$ cat src/hdl/bba_pkg.sv
// Shared definitions for the bitmap block allocator: field widths, command,
// status and register codes, and reset values. No dependencies.
package bba_pkg;

  localparam int CMD_W         = 2;
  localparam int OFFSET_W      = 24;
  localparam int REQ_W         = 16;
  localparam int STATUS_W      = 3;
  localparam int INDEX_W       = 8;
  localparam int BLOCK_BYTES_W = 17;
  localparam int RANGE_W       = 9;
  localparam int CFG_ADDR_W    = 2;
  localparam int CFG_DATA_W    = 17;
  localparam int GROUP_W       = 8;

  localparam int DEF_MAX_BLOCKS  = 256;
  localparam int DEF_GUARD_BYTES = 8;

  localparam logic [CMD_W-1:0] CMD_ALLOC  = 2'd0;
  localparam logic [CMD_W-1:0] CMD_FREE   = 2'd1;
  localparam logic [CMD_W-1:0] CMD_RESIZE = 2'd2;

  localparam logic [STATUS_W-1:0] ST_OK         = 3'd0;
  localparam logic [STATUS_W-1:0] ST_OOM        = 3'd1;
  localparam logic [STATUS_W-1:0] ST_MISMATCH   = 3'd2;
  localparam logic [STATUS_W-1:0] ST_CORRUPT    = 3'd3;
  localparam logic [STATUS_W-1:0] ST_FREE_AGAIN = 3'd4;

  localparam logic [CFG_ADDR_W-1:0] REG_BLOCK_BYTES  = 2'd0;
  localparam logic [CFG_ADDR_W-1:0] REG_BLOCKS_RANGE = 2'd1;

  localparam logic [BLOCK_BYTES_W-1:0] BLOCK_BYTES_RST  = 17'd64;
  localparam logic [RANGE_W-1:0]       BLOCKS_RANGE_RST = 9'd256;

  localparam logic [GROUP_W-1:0] FULL_GROUP = 8'hFF;

endpackage

$ cat src/hdl/bba_if.sv
// Channel interfaces of the bitmap block allocator: request, response and
// configuration write. Depends on bba_pkg.
interface bba_req_if import bba_pkg::*; ();
  logic                valid;
  logic                ready;
  logic [CMD_W-1:0]    cmd;
  logic [OFFSET_W-1:0] payload_offset;
  logic [REQ_W-1:0]    request_bytes;

  modport source (output valid, cmd, payload_offset, request_bytes, input ready);
  modport sink   (input valid, cmd, payload_offset, request_bytes, output ready);
endinterface

interface bba_rsp_if import bba_pkg::*; ();
  logic                valid;
  logic                ready;
  logic [STATUS_W-1:0] status;
  logic [INDEX_W-1:0]  block_index;
  logic [OFFSET_W-1:0] result_offset;

  modport source (output valid, status, block_index, result_offset, input ready);
  modport sink   (input valid, status, block_index, result_offset, output ready);
endinterface

interface bba_cfg_if import bba_pkg::*; ();
  logic                  valid;
  logic                  ready;
  logic [CFG_ADDR_W-1:0] index;
  logic [CFG_DATA_W-1:0] data;

  modport source (output valid, index, data, input ready);
  modport sink   (input valid, index, data, output ready);
endinterface

$ cat src/hdl/bba_ram.sv
// Generic simple dual-port RAM with one write port and a registered read port.
// No dependencies.
module bba_ram #(
  parameter int WIDTH = 8,
  parameter int DEPTH = 32,
  localparam int AW = (DEPTH > 1) ? $clog2(DEPTH) : 1
) (
  input  logic             clk,
  input  logic             we,
  input  logic [AW-1:0]    waddr,
  input  logic [WIDTH-1:0] wdata,
  input  logic [AW-1:0]    raddr,
  output logic [WIDTH-1:0] rdata
);

  logic [WIDTH-1:0] mem [DEPTH];

  always_ff @(posedge clk) begin
    if (we) begin
      mem[waddr] <= wdata;
    end
    rdata <= mem[raddr];
  end

endmodule

$ cat src/hdl/bitmap_block_allocator.sv
// Top level of the bitmap block allocator: sequencer, shared add/subtract unit
// and used-bit bitmap. Depends on bba_pkg, bba_if and bba_ram.
//
//   channel  dir  transfer when       payload
//   cfg      in   valid & ready       index, data (ready is always high)
//   req      in   valid & ready       cmd, payload_offset, request_bytes
//   rsp      out  valid & ready       status, block_index, result_offset
//
// One request is worked on at a time; req.ready is high only while idle.
// Multiplies, the range check and division share a single adder: products are
// built by shift-add, one multiplier bit per cycle, and the free path divides
// one quotient bit per cycle. Allocate scans group by group, then multiplies;
// free and resize multiply and check the range, and free then divides. After
// reset the bitmap RAM is cleared one group per cycle (GROUPS groups, 32 by
// default) before the first request is taken. A stalled response sits in the
// output register; a finished request then waits in the done state.
module bitmap_block_allocator import bba_pkg::*; #(
  parameter int MAX_BLOCKS  = DEF_MAX_BLOCKS,
  parameter int GUARD_BYTES = DEF_GUARD_BYTES
) (
  input  logic      clk,
  input  logic      rst,
  bba_cfg_if.sink   cfg,
  bba_req_if.sink   req,
  bba_rsp_if.source rsp
);

  localparam int GROUPS    = (MAX_BLOCKS + GROUP_W - 1) / GROUP_W;
  localparam int GA_W      = (GROUPS > 1) ? $clog2(GROUPS) : 1;
  localparam int RANGE_MAX = (1 << RANGE_W) - 1;
  localparam int CAP       = (MAX_BLOCKS > RANGE_MAX) ? RANGE_MAX : MAX_BLOCKS;
  localparam int GRP_W     = RANGE_W - 3;
  localparam int GCNT_W    = RANGE_W - 2;
  localparam int ACC_W     = BLOCK_BYTES_W + RANGE_W + 1;
  localparam int STEP_W    = $clog2(OFFSET_W);
  localparam int BB_W      = BLOCK_BYTES_W;

  typedef enum logic [3:0] {
    S_CLEAR,
    S_IDLE,
    S_AREA_MUL,
    S_RANGE,
    S_DIV,
    S_DIV_CHK,
    S_FREE_CHK,
    S_SCAN_CHK,
    S_OFF_MUL,
    S_OFF_CHK,
    S_DONE
  } state_t;

  state_t state;

  // Configuration registers.
  logic [BB_W-1:0]    block_bytes;
  logic [RANGE_W-1:0] blocks_range;

  // Latched request.
  logic [CMD_W-1:0]    cmd_q;
  logic [OFFSET_W-1:0] off_q;
  logic [REQ_W-1:0]    req_q;

  // Shift-add multiplier and restoring divider state.
  logic [ACC_W-1:0]    acc;
  logic [ACC_W-1:0]    opb;
  logic [RANGE_W-1:0]  mplier;
  logic [BB_W-1:0]     rem;
  logic [OFFSET_W-1:0] dvd;
  logic [RANGE_W-1:0]  quo;
  logic [STEP_W-1:0]   step;

  // Scan state.
  logic [GRP_W-1:0]   grp;
  logic [GROUP_W-1:0] scan_bits;
  logic [2:0]         scan_bit;
  logic [GA_W-1:0]    clr_addr;

  // Pending result.
  logic [STATUS_W-1:0] res_status;
  logic [INDEX_W-1:0]  res_index;
  logic [OFFSET_W-1:0] res_offset;

  // Bitmap RAM port.
  logic               ram_we;
  logic [GA_W-1:0]    ram_waddr;
  logic [GROUP_W-1:0] ram_wdata;
  logic [GA_W-1:0]    ram_raddr;
  logic [GROUP_W-1:0] ram_rdata;

  // Shared adder.
  logic [ACC_W-1:0] au_a;
  logic [ACC_W-1:0] au_b;
  logic             au_sub;
  logic [ACC_W:0]   au_sum;
  logic             au_carry;

  logic [RANGE_W-1:0] live_cnt;
  logic [RANGE_W:0]   live_round;
  logic [GCNT_W-1:0]  live_groups;
  logic [GRP_W-1:0]   grp_inc;
  logic               grp_last;
  logic [2:0]         fz;
  logic [RANGE_W-1:0] cand_idx;
  logic [BB_W-1:0]    need_bytes;
  logic               fit_fail;
  logic               free_bit;

  function automatic logic [2:0] first_zero(input logic [GROUP_W-1:0] bits);
    logic [2:0] pos;
    pos = 3'd7;
    for (int i = GROUP_W - 1; i >= 0; i--) begin
      if (!bits[i]) begin
        pos = 3'(i);
      end
    end
    return pos;
  endfunction

  bba_ram #(
    .WIDTH (GROUP_W),
    .DEPTH (GROUPS)
  ) u_bitmap (
    .clk   (clk),
    .we    (ram_we),
    .waddr (ram_waddr),
    .wdata (ram_wdata),
    .raddr (ram_raddr),
    .rdata (ram_rdata)
  );

  assign cfg.ready = 1'b1;
  assign req.ready = (state == S_IDLE);

  // The number of managed blocks is capped by the bitmap size.
  assign live_cnt    = (blocks_range > RANGE_W'(CAP)) ? RANGE_W'(CAP) : blocks_range;
  assign live_round  = {1'b0, live_cnt} + (RANGE_W + 1)'(GROUP_W - 1);
  assign live_groups = live_round[RANGE_W:3];

  assign grp_inc  = grp + GRP_W'(1);
  assign grp_last = ({1'b0, grp} + GCNT_W'(1)) >= live_groups;
  assign fz       = first_zero(ram_rdata);
  assign cand_idx = {grp, fz};

  // Resize fits when the payload plus both guard regions stays within a block.
  assign need_bytes = {1'b0, req_q} + BB_W'(2 * GUARD_BYTES);
  assign fit_fail   = need_bytes > block_bytes;

  assign free_bit = ram_rdata[quo[2:0]];

  // Operand selection for the shared adder. For a subtraction the carry out is
  // set when a >= b.
  always_comb begin
    au_a   = acc;
    au_b   = opb;
    au_sub = 1'b0;
    unique case (state)
      S_RANGE: begin
        au_a   = ACC_W'(off_q);
        au_b   = acc;
        au_sub = 1'b1;
      end
      S_DIV: begin
        au_a   = ACC_W'({rem, dvd[OFFSET_W-1]});
        au_b   = ACC_W'(block_bytes);
        au_sub = 1'b1;
      end
      default: begin
      end
    endcase
  end

  assign au_sum   = {1'b0, au_a} + {1'b0, (au_sub ? ~au_b : au_b)} + (ACC_W + 1)'(au_sub);
  assign au_carry = au_sum[ACC_W];

  // Bitmap RAM control. While idle the read port points at group 0 so that an
  // allocate can inspect it in the cycle after the transfer; during the
  // scan it always points one group ahead.
  always_comb begin
    ram_we    = 1'b0;
    ram_waddr = clr_addr;
    ram_wdata = '0;
    ram_raddr = '0;
    unique case (state)
      S_CLEAR: begin
        ram_we = 1'b1;
      end
      S_SCAN_CHK: begin
        ram_raddr = GA_W'(grp_inc);
      end
      S_DIV_CHK: begin
        ram_raddr = GA_W'(quo[RANGE_W-1:3]);
      end
      S_FREE_CHK: begin
        ram_waddr = GA_W'(quo[RANGE_W-1:3]);
        ram_wdata = ram_rdata & ~(GROUP_W'(1) << quo[2:0]);
        ram_we    = free_bit;
      end
      S_OFF_CHK: begin
        ram_waddr = GA_W'(grp);
        ram_wdata = scan_bits | (GROUP_W'(1) << scan_bit);
        ram_we    = (acc[ACC_W-1:OFFSET_W] == '0);
      end
      default: begin
      end
    endcase
  end

  always_ff @(posedge clk) begin
    if (rst) begin
      state        <= S_CLEAR;
      clr_addr     <= '0;
      block_bytes  <= BLOCK_BYTES_RST;
      blocks_range <= BLOCKS_RANGE_RST;
      rsp.valid    <= 1'b0;
    end else begin
      if (cfg.valid && cfg.ready) begin
        unique case (cfg.index)
          REG_BLOCK_BYTES:  block_bytes  <= cfg.data[BB_W-1:0];
          REG_BLOCKS_RANGE: blocks_range <= cfg.data[RANGE_W-1:0];
          default: begin
          end
        endcase
      end

      // In the done state the output register is reloaded instead.
      if (rsp.valid && rsp.ready && state != S_DONE) begin
        rsp.valid <= 1'b0;
      end

      unique case (state) inside
        S_CLEAR: begin
          clr_addr <= clr_addr + GA_W'(1);
          if (clr_addr == GA_W'(GROUPS - 1)) begin
            state <= S_IDLE;
          end
        end

        S_IDLE: begin
          if (req.valid) begin
            cmd_q      <= req.cmd;
            off_q      <= req.payload_offset;
            req_q      <= req.request_bytes;
            res_index  <= '0;
            res_offset <= '0;
            case (req.cmd) inside
              CMD_ALLOC: begin
                grp <= '0;
                if (live_groups == '0) begin
                  res_status <= ST_OOM;
                  state      <= S_DONE;
                end else begin
                  state <= S_SCAN_CHK;
                end
              end
              CMD_FREE, CMD_RESIZE: begin
                // Managed area size = live count * block size.
                acc    <= '0;
                opb    <= ACC_W'(block_bytes);
                mplier <= live_cnt;
                state  <= S_AREA_MUL;
              end
              default: begin
                res_status <= ST_MISMATCH;
                state      <= S_DONE;
              end
            endcase
          end
        end

        S_AREA_MUL, S_OFF_MUL: begin
          if (mplier == '0) begin
            state <= (state == S_AREA_MUL) ? S_RANGE : S_OFF_CHK;
          end else begin
            if (mplier[0]) begin
              acc <= au_sum[ACC_W-1:0];
            end
            opb    <= opb << 1;
            mplier <= mplier >> 1;
          end
        end

        S_RANGE: begin
          // A carry here means the offset lies at or past the end of the area.
          if (au_carry || (off_q < OFFSET_W'(GUARD_BYTES))) begin
            res_status <= ST_MISMATCH;
            state      <= S_DONE;
          end else if (cmd_q == CMD_FREE) begin
            rem   <= '0;
            dvd   <= off_q - OFFSET_W'(GUARD_BYTES);
            quo   <= '0;
            step  <= '0;
            state <= S_DIV;
          end else if (fit_fail) begin
            res_status <= ST_OOM;
            state      <= S_DONE;
          end else begin
            res_status <= ST_OK;
            res_offset <= off_q;
            state      <= S_DONE;
          end
        end

        S_DIV: begin
          // Restoring division, one quotient bit per cycle. The quotient is
          // known to be below the live count, so its low bits suffice.
          rem  <= au_carry ? au_sum[BB_W-1:0] : {rem[BB_W-2:0], dvd[OFFSET_W-1]};
          quo  <= {quo[RANGE_W-2:0], au_carry};
          dvd  <= dvd << 1;
          step <= step + STEP_W'(1);
          if (step == STEP_W'(OFFSET_W - 1)) begin
            state <= S_DIV_CHK;
          end
        end

        S_DIV_CHK: begin
          if (rem != '0) begin
            res_status <= ST_CORRUPT;
            state      <= S_DONE;
          end else begin
            state <= S_FREE_CHK;
          end
        end

        S_FREE_CHK: begin
          res_index  <= quo[INDEX_W-1:0];
          res_status <= free_bit ? ST_OK : ST_FREE_AGAIN;
          state      <= S_DONE;
        end

        S_SCAN_CHK: begin
          if (ram_rdata == FULL_GROUP) begin
            if (grp_last) begin
              res_status <= ST_OOM;
              state      <= S_DONE;
            end else begin
              grp <= grp_inc;
            end
          end else if (cand_idx >= live_cnt) begin
            res_status <= ST_OOM;
            state      <= S_DONE;
          end else begin
            // Payload offset = index * block size + guard, built in acc.
            scan_bits <= ram_rdata;
            scan_bit  <= fz;
            acc       <= ACC_W'(GUARD_BYTES);
            opb       <= ACC_W'(block_bytes);
            mplier    <= cand_idx;
            state     <= S_OFF_MUL;
          end
        end

        S_OFF_CHK: begin
          // An offset beyond 24 bits cannot be handed out; nothing is marked.
          if (acc[ACC_W-1:OFFSET_W] != '0) begin
            res_status <= ST_OOM;
          end else begin
            res_status <= ST_OK;
            res_index  <= INDEX_W'({grp, scan_bit});
            res_offset <= acc[OFFSET_W-1:0];
          end
          state <= S_DONE;
        end

        S_DONE: begin
          if (!rsp.valid || rsp.ready) begin
            rsp.valid         <= 1'b1;
            rsp.status        <= res_status;
            rsp.block_index   <= res_index;
            rsp.result_offset <= res_offset;
            state             <= S_IDLE;
          end
        end

        default: begin
          state <= S_IDLE;
        end
      endcase
    end
  end

endmodule

$ cat src/flat_wrapper.sv
// flat-port wrapper written by rule: the top's interface ports become plain ports
module bitmap_block_allocator_flat import bba_pkg::*;
#(
  parameter int MAX_BLOCKS  = DEF_MAX_BLOCKS,
  parameter int GUARD_BYTES = DEF_GUARD_BYTES
)
  (clk, rst, cfg_valid, cfg_index, cfg_data, cfg_ready, req_valid, req_cmd, req_payload_offset, req_request_bytes, req_ready, rsp_valid, rsp_status, rsp_block_index, rsp_result_offset, rsp_ready);
  bba_cfg_if cfg_i ();
  bba_req_if req_i ();
  bba_rsp_if rsp_i ();
  input  logic clk;
  input  logic rst;
  input wire logic [$bits(cfg_i.valid)-1:0] cfg_valid;
  input wire logic [$bits(cfg_i.index)-1:0] cfg_index;
  input wire logic [$bits(cfg_i.data)-1:0] cfg_data;
  output wire logic [$bits(cfg_i.ready)-1:0] cfg_ready;
  input wire logic [$bits(req_i.valid)-1:0] req_valid;
  input wire logic [$bits(req_i.cmd)-1:0] req_cmd;
  input wire logic [$bits(req_i.payload_offset)-1:0] req_payload_offset;
  input wire logic [$bits(req_i.request_bytes)-1:0] req_request_bytes;
  output wire logic [$bits(req_i.ready)-1:0] req_ready;
  output wire logic [$bits(rsp_i.valid)-1:0] rsp_valid;
  output wire logic [$bits(rsp_i.status)-1:0] rsp_status;
  output wire logic [$bits(rsp_i.block_index)-1:0] rsp_block_index;
  output wire logic [$bits(rsp_i.result_offset)-1:0] rsp_result_offset;
  input wire logic [$bits(rsp_i.ready)-1:0] rsp_ready;
  assign cfg_i.valid = cfg_valid;
  assign cfg_i.index = cfg_index;
  assign cfg_i.data = cfg_data;
  assign cfg_ready = cfg_i.ready;
  assign req_i.valid = req_valid;
  assign req_i.cmd = req_cmd;
  assign req_i.payload_offset = req_payload_offset;
  assign req_i.request_bytes = req_request_bytes;
  assign req_ready = req_i.ready;
  assign rsp_valid = rsp_i.valid;
  assign rsp_status = rsp_i.status;
  assign rsp_block_index = rsp_i.block_index;
  assign rsp_result_offset = rsp_i.result_offset;
  assign rsp_i.ready = rsp_ready;
  bitmap_block_allocator #(.MAX_BLOCKS(MAX_BLOCKS), .GUARD_BYTES(GUARD_BYTES)) u_core (.clk(clk), .rst(rst), .cfg(cfg_i), .req(req_i), .rsp(rsp_i));
endmodule
$ cat config.mk
export PLATFORM = sky130hd
export DESIGN_NAME = bitmap_block_allocator_flat
export DESIGN_NICKNAME = d
export VERILOG_FILES = /design/src/hdl/bba_pkg.sv /design/src/hdl/bba_if.sv /design/src/hdl/bba_ram.sv /design/src/hdl/bitmap_block_allocator.sv /design/src/flat_wrapper.sv
export SDC_FILE = /design/constraint.sdc
export NUM_CORES = 1
export LEC_CHECK = 0
export BUFFER_PORTS_ARGS = -buffer_cell sky130_fd_sc_hd__buf_2
export CAP_MARGIN = 0
export CORE_AREA = 2 2 203 205
export CTS_BUF_LIST = sky130_fd_sc_hd__clkbuf_2 sky130_fd_sc_hd__clkbuf_4 sky130_fd_sc_hd__clkbuf_8
export DETAILED_ROUTE_END_ITERATION = 16
export DIE_AREA = 0 0 205 207
export PLACE_DENSITY = 0.82
export SLEW_MARGIN = 40
export SYNTH_ARGS = -nofsm -noshare
export SYNTH_HDL_FRONTEND = slang
export SYNTH_SLANG_ARGS = --single-unit
$ cat constraint.sdc
create_clock -name clk -period 14.65 [get_ports clk]
set_input_delay 1.465 -clock clk [delete_from_list [all_inputs] [get_ports clk]]
set_output_delay 1.465 -clock clk [all_outputs]
set_load 0.005 [all_outputs]
# ---- Word-level counts from Yosys, hierarchy flattened
# Memories as Yosys holds them, arrays and structs flattened. A register that Yosys moved wholly into a read port is not among the register bits.
# Index checks and enable logic that the tools add are counted.
dict set report word_totals {
  reg_bits 282
  mem_bits_rw 256
  inputBits 66
  mem_count 1
}
dict set report classes {
  add_sub_neg 9
  order_cmp 6
  n_eq_ne 43
  shift 2
  muxes 102
  bitwise_logic 7
  reduce_logical 36
}
# name depth word_bits read_ports rd_ports_with_merged_regs wr line_no
set mem_list {}
lappend mem_list {u_core.u_bitmap.mem 32 8 1 1 1 bba_ram.sv:16} ;# logic [WIDTH-1:0] mem [DEPTH];
# op n
set op_table {}
lappend op_table {{27-bit two-way mux} 14}
lappend op_table {{24-bit two-way mux} 7}
lappend op_table {{27-bit case mux with 3 select lines} 2}
lappend op_table {{27-bit case mux with 2 select lines} 2}
lappend op_table {{24-bit case mux with 3 select lines} 1}
lappend op_table {{9-bit two-way mux} 7}
lappend op_table {{4-bit two-way mux} 14}
lappend op_table {{17-bit two-way mux} 3}
lappend op_table {{3-bit two-way mux} 17}
lappend op_table {{24-bit case mux with 2 select lines} 1}
lappend op_table {{4-bit case mux with 9 select lines} 1}
lappend op_table {{17-bit case mux with 2 select lines} 1}
lappend op_table {{8-bit two-way mux} 4}
lappend op_table {{2-bit != test (second input constant)} 16}
lappend op_table {{8-bit case mux with 2 select lines} 2}
lappend op_table {{5-bit case mux with 2 select lines} 3}
lappend op_table {{27-bit by 27-bit adder with 28-bit output} 1}
lappend op_table {{28-bit by 1-bit adder with 28-bit output} 1}
lappend op_table {{27-bit NOT} 1}
lappend op_table {{9-bit case mux with 3 select lines} 1}
lappend op_table {{24-bit by 4-bit less-than comparator with 1-bit output (second input constant)} 1}
lappend op_table {{6-bit two-way mux} 4}
lappend op_table {{8-bit case mux with 3 select lines} 1}
lappend op_table {{24-bit by 4-bit subtractor with 24-bit output (second input constant)} 1}
lappend op_table {{54 further kinds} 99}

# ---- Longest topological paths before layout
dict set report depth {
  word_depth 11
  ltp_mapped 19
}

# ---- By module
# A second synthesis with hierarchy kept.
dict set report hier_totals {
  hier_cells 1824
  hier_area_um2 25079.1
}
# mod n_inst cells_per_inst area_per_inst_um2 seq_area_each_um2
set by_module_without_submodules {}
lappend by_module_without_submodules {bitmap_block_allocator 1 1407 15025.7 8107.8}
lappend by_module_without_submodules {bba_ram 1 417 10053.4 7847.5}

# ---- Least setup slack after synthesis
# Ideal clock, no wire load.
dict set report synth_timing {
  path_kind {register to register}
  from {register u_core.state[0]}
  to {register u_core.dvd[0] (enable)}
  setup_time_ns 0.547
  arrival_time_ns 7.727
  slack_ns 6.376
  stages_incl_launch_ff 17
  n_path_buf 5
  synth_period_minus_slack_ns 8.274
  cell_sequence {dfxtp_1 > buf_2 > buf_2 > nor4bb_1 > clkbuf_1 > clkbuf_1 > a221oi_1 > ha_1 > a21oi_1 > o21ai_0 > a2111oi_0 > o41a_1 > and2_1 > a21o_1 > buf_4 > nand2_2 > a211oi_1}
}
dict set report synth_via {
  elab_chain_cells 9
  word_cells_on_any_way 15
}
# item line_no
set synth_rtl {}
lappend synth_rtl {{from (decl)} bitmap_block_allocator.sv:52} ;# state_t state;
lappend synth_rtl {{from (signal assigned)} bitmap_block_allocator.sv:272} ;# state <= (state == S_AREA_MUL) ? S_RANGE : S_OFF_CHK;
lappend synth_rtl {{4-bit by 3-bit equality test with 1-bit output or 4-bit by 2-bit equality test with 1-bit output (tied branches)} bitmap_block_allocator.sv:156} ;# unique case (state)
lappend synth_rtl {{27-bit case mux with 2 select lines or 2-bit OR reduction (tied branches)} -}
lappend synth_rtl {{27-bit NOT or 1-bit two-way mux (tied branches)} {bitmap_block_allocator.sv:172, bitmap_block_allocator.sv:156}}
lappend synth_rtl {{27-bit two-way mux} bitmap_block_allocator.sv:172} ;# assign au_sum = {1'b0, au_a} + {1'b0, (au_sub ? ~au_b : au_b)} + (ACC_W + 1)'(au_sub);
lappend synth_rtl {{27-bit by 27-bit adder with 28-bit output} bitmap_block_allocator.sv:172}
lappend synth_rtl {{28-bit by 1-bit adder with 28-bit output} bitmap_block_allocator.sv:172}
lappend synth_rtl {{1-bit logical OR} bitmap_block_allocator.sv:284} ;# if (au_carry || (off_q < OFFSET_W'(GUARD_BYTES))) begin
lappend synth_rtl {{2-bit != test (no line)} -}
lappend synth_rtl {{4-bit AND reduction (no line) *} -}
lappend synth_rtl {{to (signal assigned)} bitmap_block_allocator.sv:289} ;# dvd <= off_q - OFFSET_W'(GUARD_BYTES);
lappend synth_rtl {{to (signal assigned)} bitmap_block_allocator.sv:308} ;# dvd <= dvd << 1;
lappend synth_rtl {{to (decl)} bitmap_block_allocator.sv:68} ;# logic [OFFSET_W-1:0] dvd;
# Every way passes the cells marked *; elsewhere a longest branch is shown, timed or not.
# A chain may end at the register's enable or synchronous reset.

# ---- Worst setup path after layout
dict set report layout_timing {
  from {register u_core.state[1]}
  to {register u_core.dvd[20] (enable)}
}
# The elaborated chain is that of the path after synthesis.

==> metrics.md <==
| Metric | Value |
|---|---|
| Result of the run | `complete, no violations` |
| Share of synthesized registers carrying an async set or reset | `0%` |
| Die X-Extent | `205 um` |
| Areal power density over the cells | `109 nW/um2` |
| Clock tree from TritonCTS | `built` |
| Clock network latency to the later pin of the worst-skew pair | `about 0.7 ns` |
| Depth of the critical timing path with buffers and inverters included | `15` |
| Detailed placement HPWL | `approximately 42 mm` |
| Leak Pwr | `between 10 and 15 nW` |
| Most used flip-flop cell after synthesis | `sky130_fd_sc_hd__edfxtp_1` |
| Cell at the root of the clock tree | `sky130_fd_sc_hd__clkbuf_8` |
| Average detailed-routed wire length per instance | `22.5 um` |
| Worst Path Required | `14.95 ns` |
| Unique masters post-synth | `90` |
| Clock buffer count from CTS | `between 80 and 90` |
| Post-DR vias/cell | `between 6 and 7` |
| Relative slew margins | `42.7%` |
| Fraction of final layout cells sized beyond drive strength 1 | `14.2%` |
| Global-route wire length before repair | `between 90 and 100 mm` |
| Unrepaired setup endpoints after global routing | `false` |
| Maximum fanout along the worst path | `between 40 and 50` |
| Synthesis Warnings | `0` |
| Library cell appearing most often on the critical path | `sky130_fd_sc_hd__buf_4` |
| Register-to-register path setup slack | `8.02 ns` |
| Core Region | `40400 um2` |
| Number of flops mapped to enable cells by yosys | `502` |
| Ranking of synthesized cells by area | `sky130_fd_sc_hd__edfxtp_1, sky130_fd_sc_hd__nand2_1, sky130_fd_sc_hd__dfxtp_1` |
| Kind of critical path | `flip-flop to flip-flop` |
| Floorplan die height | `207 um` |
| Area taken by flip-flops and latches | `16000 um2` |
| Post-route cell area | `28500 um2` |
| Final Power | `3.10 mW` |
| Final min period | `approximately 6.6 ns` |
| Depth of the most critical reg-to-reg path | `15` |
| Seq/Total Area, Yosys | `62.3%` |
| Drt pass-1 iters | `6` |
| Count of nets left with antenna violations after detail routing | `0` |
| Final weighted congestion in routability-driven placement | `approximately 0.95` |
| Largest vdd supply drop | `0.0827 mV` |
| Number of top-level design ports | `104` |
| Cell at the slowest stage of the critical path | `sky130_fd_sc_hd__or4bb_1` |
| Multi-input combinational cell area | `9130 um2` |
| Maximum number of buffers from clock root to sink | `3` |
| Total Die Area | `42400 um2` |
| Initial cell density of the core | `between 60 and 70%` |
| Final max-slew violation count | `0` |
| Signed area change from the synthesized netlist to the final layout | `11.4%` |
| Total via count after detailed routing | `18489` |
| Flip-flop and latch count after synthesis | `546` |
| CTS H-tree lvls | `3` |
| Synthesized area divided by synthesized cell count | `between 10 and 15 um2` |
| Clock-pin slew on the worst setup and hold paths | `0.06 ns` |
| Pin count of the biggest net entering global routing | `95` |
| Post-Route WL | `approximately 64 mm` |
| Crit path buffers/inverters | `2` |
| Most instantiated cells after synthesis | `sky130_fd_sc_hd__edfxtp_1, sky130_fd_sc_hd__nand2_1, sky130_fd_sc_hd__nor2_1, sky130_fd_sc_hd__a211oi_1, sky130_fd_sc_hd__a21oi_1` |
| Post-route core utilization | `a little over two thirds` |
| Drt drc | `0` |
| Worst path top cell family by delay | `compound AO/OA/AOI/OAI gates` |
| # Post-CTS Setup Buffers | `0` |
| Highest cell delay on the worst timing path | `between 0.7 and 0.8 ns` |
| Global-route usage over all layers | `30.6%` |
| Non-Filler Instances | `2860` |
| Number of instances resized during post-cts repair | `0` |
| Vias in the first global route | `around 18000` |
| Top cell type's share of synthesized area | `58.9%` |
| Data arrival time at the worst-slack endpoint | `approximately 7 ns` |
| Final hold viol count | `0` |
| Synth area leader | `sky130_fd_sc_hd__edfxtp_1` |
| Critical path capture point type | `flip-flop` |
| Total Nets Final | `2390` |
| Count of standard-cell rows | `74` |
| Placed Cells incl. Taps | `2700` |
| Sinks on Clock Net | `546` |
| Overflow left after global routing | `0` |
| Placed Area | `around 27000 um2` |
| WHS Path Cells | `0` |
| Max cap viols | `0` |
| Setup-failing EPs final | `0` |
| PortBufs | `102` |
| Classification of the worst-slack hold path | `flip-flop to flip-flop` |
| Initial detailed-routing violation count | `2190` |
| Hold buffer count at CTS | `0` |
| Setup TNS after final layout | `0 ns` |
| Count leader, synth | `sky130_fd_sc_hd__edfxtp_1` |
| Cell area after synthesis | `25600 um2` |
| Cells after Synth | `2161` |
| Filler cell count | `2709` |
| Sequence of cells on the critical path | `buf_4 -> or4bb_1 -> nand2_4 -> nor2_1 -> a221oi_1 -> ha_1 -> a21oi_1 -> o21ai_0 -> a2111oi_0 -> o41a_1 -> and2_1 -> a21o_1 -> nand2_2 -> a211oi_4 -> buf_4` |
| Transition time at the pin with the least slew margin | `~0.85 ns` |
| Fmax | `0.151 GHz` |
| Final cycle utilization of the critical path | `45.2%` |
| Antenna violations before repair | `1` |
| Fin Clk Skew | `0.0373 ns` |
| Type of origin of the critical path | `flip-flop` |
==> routing by layer <==
layer	vias up	part of all wire [%]	track usage (%)
met2	1090	44	45.0
li1	8327	-	-
met5	-	0	0
met1	8915	41	44.7
met4	0	3.0	11.1
met3	157	12	7.24
==> through the flow <==
stage,setup slack (ns),hold slack [ns]
after floorplan,6.38,0.400
after global placement,8.13,0.404
after detailed placement,8.23,0.405
after CTS,8.16,0.412
after global routing,7.66,0.422
final,8.02,0.410
==> cell families after synthesis <==
logic type / count (synthesis) / share of synthesized area [%]
adders and majority gates: 67 / 3.30
AOI/OAI and AO/OA: 523 / 14.3
buffers and inverters: 176 / 2.79
muxes: 40 / 1.66
DFF: 546 / 62.3
xor gates and xnor gates: 57 / 1.95
other: 1 / 0.0146
and+or+nand+nor: 751 / 13.7
==> power breakdown <==
group          total [mW]  internal, mW  switching [mW]
Combinational      0.0612        0.0232          0.0380
Clock                1.33         0.722           0.612
Sequential           1.71          1.69          0.0115
==> cell type report <==
type / instances / area share, %
Multi-Input combinational cell: 1440 / 32.0
Tap cell: 532 / 2.33
Inverter: 53 / 0.698
Sequential cell: 546 / 56.0
Timing Repair Buffer: 130 / 2.66
Clock buffer: 124 / 5.26
Antenna cell: 1 / 0.00878
Clock inverter: 34 / 1.06
==> path summary, 6_finish.rpt <==
path | startpoint | end
worst max-delay path | u_core.state[1] | u_core.dvd[20]
worst min-delay path | u_core.res_offset[23] | u_core.rsp.result_offset[23]
worst max register to register | u_core.state[1] | u_core.dvd[20]
worst min register to register | u_core.res_offset[23] | u_core.rsp.result_offset[23]
==> layout by cell type (no fill, tap or decap), types with 23 or more instances in the layout <==
cell / count
sky130_fd_sc_hd__ha_1: 66
sky130_fd_sc_hd__clkbuf_8: 91
sky130_fd_sc_hd__nand3_1: 67
sky130_fd_sc_hd__inv_1: 53
sky130_fd_sc_hd__buf_4: 23
sky130_fd_sc_hd__a31oi_1: 40
sky130_fd_sc_hd__a21o_1: 27
sky130_fd_sc_hd__mux2i_1: 38
sky130_fd_sc_hd__and2_1: 58
sky130_fd_sc_hd__clkbuf_4: 33
sky130_fd_sc_hd__buf_2: 102
sky130_fd_sc_hd__nor2_1: 144
sky130_fd_sc_hd__dfxtp_1: 42
sky130_fd_sc_hd__o21ai_0: 78
sky130_fd_sc_hd__a21oi_1: 88
sky130_fd_sc_hd__xnor2_1: 37
sky130_fd_sc_hd__a211oi_1: 92
sky130_fd_sc_hd__edfxtp_1: 502
sky130_fd_sc_hd__a22o_1: 32
sky130_fd_sc_hd__nand2_1: 321
==> sequential cells by signal, summed over array words and instances, names as in the netlist, 17 cells and up <==
signal                    count
u_core.u_bitmap.mem         256
u_core.acc                   27
u_core.opb                   27
u_core.dvd                   24
u_core.off_q                 24
u_core.res_offset            24
u_core.rsp.result_offset     24
u_core.block_bytes           17
u_core.rem                   17
No activity file was read; power rests on OpenSTA's default activity.
